$ cat config.mk
export PLATFORM = sky130hd
export DESIGN_NAME = ndh_ctrl
export DESIGN_NICKNAME = d
export VERILOG_FILES = /design/src/rtl/ndh_pkg.sv /design/src/rtl/ndh_ctrl.sv
export SDC_FILE = /design/constraint.sdc
export NUM_CORES = 1
export LEC_CHECK = 0
export ABC_AREA = 0
export BUFFER_PORTS_ARGS = -buffer_cell sky130_fd_sc_hd__buf_2
export CORE_AREA = 4 4 41 43
export CTS_BUF_LIST = sky130_fd_sc_hd__clkbuf_8
export CTS_CLUSTER_DIAMETER = 120
export DETAILED_ROUTE_END_ITERATION = 16
export DIE_AREA = 0 0 45 47
export PLACE_DENSITY = 0.47
export RECOVER_POWER = 25
export SYNTH_ARGS = -nofsm -noshare
export SYNTH_HDL_FRONTEND = slang
export SYNTH_SLANG_ARGS = --single-unit
$ cat constraint.sdc
create_clock -name clk -period 2.3 [get_ports clk]
set_input_delay 0.575 -clock clk [delete_from_list [all_inputs] [get_ports clk]]
set_output_delay 0.575 -clock clk [all_outputs]
set_load 0.05 [all_outputs]
$ cat src/rtl/ndh_pkg.sv
package ndh_pkg;

  // Histogram geometry
  localparam int NUM_BINS = 2000;
  localparam int BIN_AW   = $clog2(NUM_BINS);
  localparam logic [BIN_AW-1:0] LAST_BIN = BIN_AW'(NUM_BINS - 1);

  // Field widths
  localparam int KIND_W  = 2;
  localparam int SEQ_W   = 16;
  localparam int LOCUS_W = 31;
  localparam int IDX_W   = 11;
  localparam int COUNT_W = 32;
  localparam int SUM_W   = 48;

  // Item kinds
  localparam logic [KIND_W-1:0] KIND_SAMPLE = 2'd0;
  localparam logic [KIND_W-1:0] KIND_READ   = 2'd1;
  localparam logic [KIND_W-1:0] KIND_CLEAR  = 2'd2;

  // Controller to datapath commands
  typedef struct packed {
    logic latch_in;     // capture the accepted item
    logic look;         // evaluate sample / issue bin read
    logic bump;         // bin read data is back: update or capture
    logic sweep_start;  // zero totals and restart the clear sweep
    logic sweep_step;   // write zero at the sweep address and advance
    logic load_out;     // move the result into the output register
  } ndh_cmd_t;

  // Datapath to controller status
  typedef struct packed {
    logic [KIND_W-1:0] kind;
    logic              binned;
    logic              sweep_last;
  } ndh_sts_t;

endpackage

$ cat src/rtl/ndh_ctrl.sv
module ndh_ctrl (
  input  logic              clk,
  input  logic              rst,
  input  logic              in_valid,
  output logic              in_ready,
  output logic              out_valid,
  input  logic              out_ready,
  input  ndh_pkg::ndh_sts_t sts,
  output ndh_pkg::ndh_cmd_t cmd
);

  import ndh_pkg::*;

  localparam logic [2:0] ST_INIT = 3'd0;
  localparam logic [2:0] ST_IDLE = 3'd1;
  localparam logic [2:0] ST_LOOK = 3'd2;
  localparam logic [2:0] ST_BUMP = 3'd3;
  localparam logic [2:0] ST_WIPE = 3'd4;
  localparam logic [2:0] ST_EMIT = 3'd5;

  logic [2:0] state;
  logic [2:0] state_next;
  logic       out_free;

  assign out_free = !out_valid || out_ready;

  always_comb begin
    state_next = state;
    cmd        = '0;
    in_ready   = 1'b0;
    unique case (state)
      ST_INIT: begin
        cmd.sweep_step = 1'b1;
        if (sts.sweep_last) begin
          state_next = ST_IDLE;
        end
      end
      ST_IDLE: begin
        in_ready = 1'b1;
        if (in_valid) begin
          cmd.latch_in = 1'b1;
          state_next   = ST_LOOK;
        end
      end
      ST_LOOK: begin
        priority if (sts.kind == KIND_CLEAR) begin
          cmd.sweep_start = 1'b1;
          state_next      = ST_WIPE;
        end else if (sts.kind == KIND_READ) begin
          cmd.look   = 1'b1;
          state_next = ST_BUMP;
        end else if (sts.kind == KIND_SAMPLE) begin
          cmd.look   = 1'b1;
          state_next = sts.binned ? ST_BUMP : ST_EMIT;
        end else begin
          state_next = ST_EMIT;
        end
      end
      ST_BUMP: begin
        cmd.bump   = 1'b1;
        state_next = ST_EMIT;
      end
      ST_WIPE: begin
        cmd.sweep_step = 1'b1;
        if (sts.sweep_last) begin
          state_next = ST_EMIT;
        end
      end
      ST_EMIT: begin
        if (out_free) begin
          cmd.load_out = 1'b1;
          state_next   = ST_IDLE;
        end
      end
      default: begin
        state_next = ST_INIT;
      end
    endcase
  end

  always_ff @(posedge clk) begin
    if (rst) begin
      state     <= ST_INIT;
      out_valid <= 1'b0;
    end else begin
      state <= state_next;
      if (cmd.load_out) begin
        out_valid <= 1'b1;
      end else if (out_ready) begin
        out_valid <= 1'b0;
      end
    end
  end

endmodule

Word-level counts from Yosys, hierarchy flattened
Index checks and enable logic that the tools add are counted.
{"block": "op_classes", "n_eq_ne": 11, "muxes": 24, "reduce_logical": 7}
{"operator": "3-bit two-way mux", "count": 8}
{"operator": "3-bit one-hot mux with 6 select lines", "count": 1}
{"operator": "1-bit two-way mux", "count": 15}
{"operator": "2-bit != test (second input constant)", "count": 4}
{"operator": "3-bit by 2-bit == test with 1-bit output (second input constant)", "count": 2}
{"operator": "3-bit == test (second input constant)", "count": 2}
{"operator": "4-bit AND reduction", "count": 1}
{"operator": "3-bit by 1-bit == test with 1-bit output (second input constant)", "count": 1}
{"operator": "3-bit logical NOT", "count": 1}
{"operator": "2-bit by 1-bit == test with 1-bit output (second input constant)", "count": 1}
{"operator": "2-bit == test (second input constant)", "count": 1}
{"operator": "2-bit logical NOT", "count": 1}
{"operator": "2-bit nonzero test", "count": 1}
{"operator": "2-bit OR reduction", "count": 1}
{"operator": "1-bit logical NOT", "count": 1}
{"operator": "1-bit logical OR", "count": 1}
{"block": "totals", "reg_bits": 4, "input_bits": 8, "output_inout_bits": 8}

Longest topological paths before layout
{"block": "depth", "ltp_word": 5, "depth_mapped": 4}

Worst setup path before layout
OpenSTA, ideal clock, no wires.
{"block": "synth_path", "path_type": "input-to-output", "startpoint": "input port sts[3] (netlist name)", "endpoint": "output port cmd[2] (netlist name)", "t_arrival_ps": 1676, "t_required_ps": 1725, "slack_ps": 49, "path_stages": 2, "n_path_buf": 0, "path_cell_list": "nand2b_1 nor3_1"}
{"element": "from (decl)", "line": "ndh_ctrl.sv:8", "rtl": "input ndh_pkg::ndh_sts_t sts,"}
{"element": "to (decl)", "line": "ndh_ctrl.sv:9", "rtl": "output ndh_pkg::ndh_cmd_t cmd"}

==> results.md <==
- The flow ran to the end, and the final reports show no timing, DRC or antenna violations.
- The worst setup path is of the reg2out kind.
- Buffers inserted to repair hold after CTS numbered 0.
- The maximum VDD drop is 0.314 mV.
- The first routing iteration left 9 violations.
- The initial cell density of the core is 21.1%.
- The final weighted congestion in routability-driven placement is 0.697.
- For this design, the sink count on the clock tree is 4.
- Walking the worst path, the cells encountered are and3_1 -> and2_1 -> buf_2.
- The floorplan has 13 rows.
- After Yosys synthesis, and, or, nand and nor cells account for 37.0% of the synthesized area.
- dfxtp_1 takes more of the synthesized area than any other cell.
- Gates resized during post-CTS repair numbered 0.
- The repair_antennas step left the layout with diodes totalling 0.
- The arrival time of the worst setup path is 1.36 ns.
- For this design the top-level I/O count stands at 16.
- The biggest fanout along the worst timing path is 15.
- The clock slew seen by the registers of the worst setup and hold paths is 0.03 ns.
- The clock latency on the worst-skew pair is 0.21 ns.
- The number of port buffers is 15.
- The pin count of the biggest net entering global routing is 16.
- The worst setup path is captured at an output pin.
- The post-synthesis instance total is 36.
- The detail route stage leaves a number of antenna-violating nets equal to 0.
- The type of the worst min-delay path is reg2reg.
- The share of the yosys chip area belonging to registers is 29.2%.
- The final route contains 316 vias.
- The clock passes through at most 2 buffers.
- Subtracting the final worst setup slack from the clock period gives 1.94 ns.
- The final count of negative-setup-slack endpoints is 0.
- Of the total synthesized cell area, the portion taken by full adders, half adders and majority gates is 0%.
- The master cell of the clock root buffer is clkbuf_8.
- The kind of start point of the critical path is a register.
- By area the synthesized netlist is led by dfxtp_1, a211oi_2, and2_1.
- The cell type group with the largest total delay on the critical path is flip-flops.
- The placeable core region is 0.00130 mm^2.
- Buffers inserted during clock tree synthesis total 3.
- The leakage power total is 0.182 nW.
- In this design, the stage delay of the slowest critical-path cell is 0.56 ns.
- The post-synthesis cell type count is 22.
- The share of the synthesized area in the top cell type is 29.2%.
- The number of detailed-routing iterations run before antenna repair is 2.
- The number of H-tree levels is 1.
- The largest family of logic cells by synthesized area is simple AND/OR/NAND/NOR gates.
- The worst slew margin relative to its limit is 72.2%.
- The max-slew violation count is 0.
- After clock tree synthesis, the setup repair step added 0 buffers.
- Using the TritonRoute via totals, the vias-per-cell ratio works out to 4.65.
- From synthesis to final layout, the design area changed by 47.9%.
- After detailed routing, the average wire length per cell comes to 10.1 um.
- The required time of the critical path is 1.73 ns.
- The Yosys step of the flow raised 0 warnings.
- The synthesized netlist devotes 28.3% of its cell area to compound gates.
- The final hold violation count was 0.
- The routed design has 688 um of wire.
- The timing-limited maximum frequency is 516 MHz.
- TritonCTS built the clock tree.
- Summed over all nets, the half-perimeter wirelength after detailed placement is 555 um.
- In this run the power density over the cells is 765 mW/mm^2.
- The critical-path cell with the highest stage delay is dfxtp_1.
- Counting flops and latches in the post-synthesis netlist gives 4.
- The mapped cell area is 274 um^2.
- The global-route wire length before repair is 1080 um.
- In the final design database the tool counted 63 nets.
- For the final database, setup skew stands at 0.00243 ns.
- The fraction of layout cells with a size suffix above 1 is 37.7%.
- The number of DRC violations after detailed routing is 0.
- The mean instance size in the synthesized netlist is 7.61 um^2.
- The initial antenna violation count was 0.
- The die height is 47 um.
- The synthesized netlist devotes 0% of its cell area to XOR and XNOR gates.
- The final core utilization is 31.2%.
- The remaining global-route overflow is 0.
- The number of global-route vias before repair is 262.
- The final total negative setup slack is 0 ns.
- For the pin with the worst max-slew slack, the measured transition is 0.417 ns.
- Setup repair after global routing left no endpoint under its margin.
- The share of the cycle needed by the critical path after routing is 84.3%.
- For this run, the total global-route usage over all layers was measured as 7.11%.
- The critical path buffer and inverter count is 1.
- The number of violations of the max-capacitance limit is 0.
- The floorplan step set the die width to 45 um.
- Synthesis produced a netlist with a net count of 44.
- The die covers 0.00212 mm^2.
- The mux contribution to synthesized area is 0%.
-- state kept, by name, summed over array words and instances (netlist names) --
name and cells:
out_valid 1, state 3
-- kinds of logic (layout without fill, tap and decap cells) --
logic type	count (synthesis)	in the layout
DFF	4	4
buffers and inverters	4	21
AOI/OAI and AO/OA	10	10
and+or+nand+nor	18	18
-- worst paths after layout --
kind                           from                      to  slack [ns]  cells after the start
max           state[0]$_SDFFE_PP0P_                  cmd[5]        0.36                      3
min reg2reg  out_valid$_SDFFE_PP0P_  out_valid$_SDFFE_PP0P_        0.52                      2
min          out_valid$_SDFFE_PP0P_  out_valid$_SDFFE_PP0P_        0.52                      2
max reg2reg   state[1]$_SDFFE_PP0P_   state[1]$_SDFFE_PP0P_        1.01                      3
-- cell usage after synthesis --
library cell  count
dfxtp_1           4
nand2_1           2
o21ai_0           2
nor3_1            2
and3_1            1
clkbuf_1          1
inv_2             1
nor2b_1           2
nor3b_1           1
a21oi_1           2
a311oi_1          1
or4_4             1
o221ai_1          1
inv_1             2
o31ai_1           1
nand2b_1          2
a211oi_2          1
and2_1            2
nand3_1           2
o2111a_1          1
a211o_1           1
nor2_1            3
-- area by class of cell --
class / instances / area [um^2]
flip-flops and latches: 4 / 80.1
inverters: 3 / 11.3
fillers: 154 / 896
multi-input cells: 28 / 179
repair buffers: 15 / 75.1
clock buffers: 3 / 41.3
well taps: 15 / 18.8
-- power breakdown --
part           leakage [nW]  internal, mW  total (mW)  switching (mW)
Clock                0.0216         0.111       0.142          0.0308
Combinational         0.128        0.0268      0.0811          0.0543
Sequential           0.0328        0.0757      0.0871          0.0115
-- tightest hold or removal path: stages (launching register included) --
cell and delay (ns):
dfxtp_1 0.29, nand2b_1 0.10, a21oi_1 0.07
-- stage by stage --
step                      instance area, um^2  total power, mW  std cells  hold slack (ns)  setup slack [ns]
after floorplan                           274            0.146         36            0.483            0.0488
after global placement                    364            0.169         65            0.520             0.558
after detailed placement                  364            0.169         65            0.520             0.557
after CTS                                 405            0.315         68            0.524             0.353
after global routing                      405            0.328         68            0.556             0.288
final                                     405            0.310         68            0.519             0.361
-- cells in the final DEF (no fill, tap or decap) --
| cell | instances |
|---|---|
| dfxtp_1 | 4 |
| inv_1 | 3 |
| clkbuf_8 | 3 |
| nor3b_1 | 1 |
| a211o_1 | 1 |
| a211oi_2 | 1 |
| nand2_1 | 2 |
| o2111a_1 | 1 |
| and3_1 | 1 |
| o221ai_1 | 1 |
| or4_4 | 1 |
| o31ai_1 | 1 |
| buf_2 | 15 |
| nand2b_1 | 2 |
| nor2_1 | 3 |
| a311oi_1 | 1 |
| nor3_1 | 2 |
| a21oi_1 | 2 |
| nand3_1 | 2 |
| and2_1 | 2 |
| o21ai_0 | 2 |
| nor2b_1 | 2 |
-- metal layers --
layer	GRT usage, %	vias up	share of wire [%]
met5	0	-	0
met4	1.75	0	0
met3	3.83	0	9.7
met2	9.32	12	41
met1	10.0	138	49
li1	-	166	-
(Power assumes the default switching activity.)
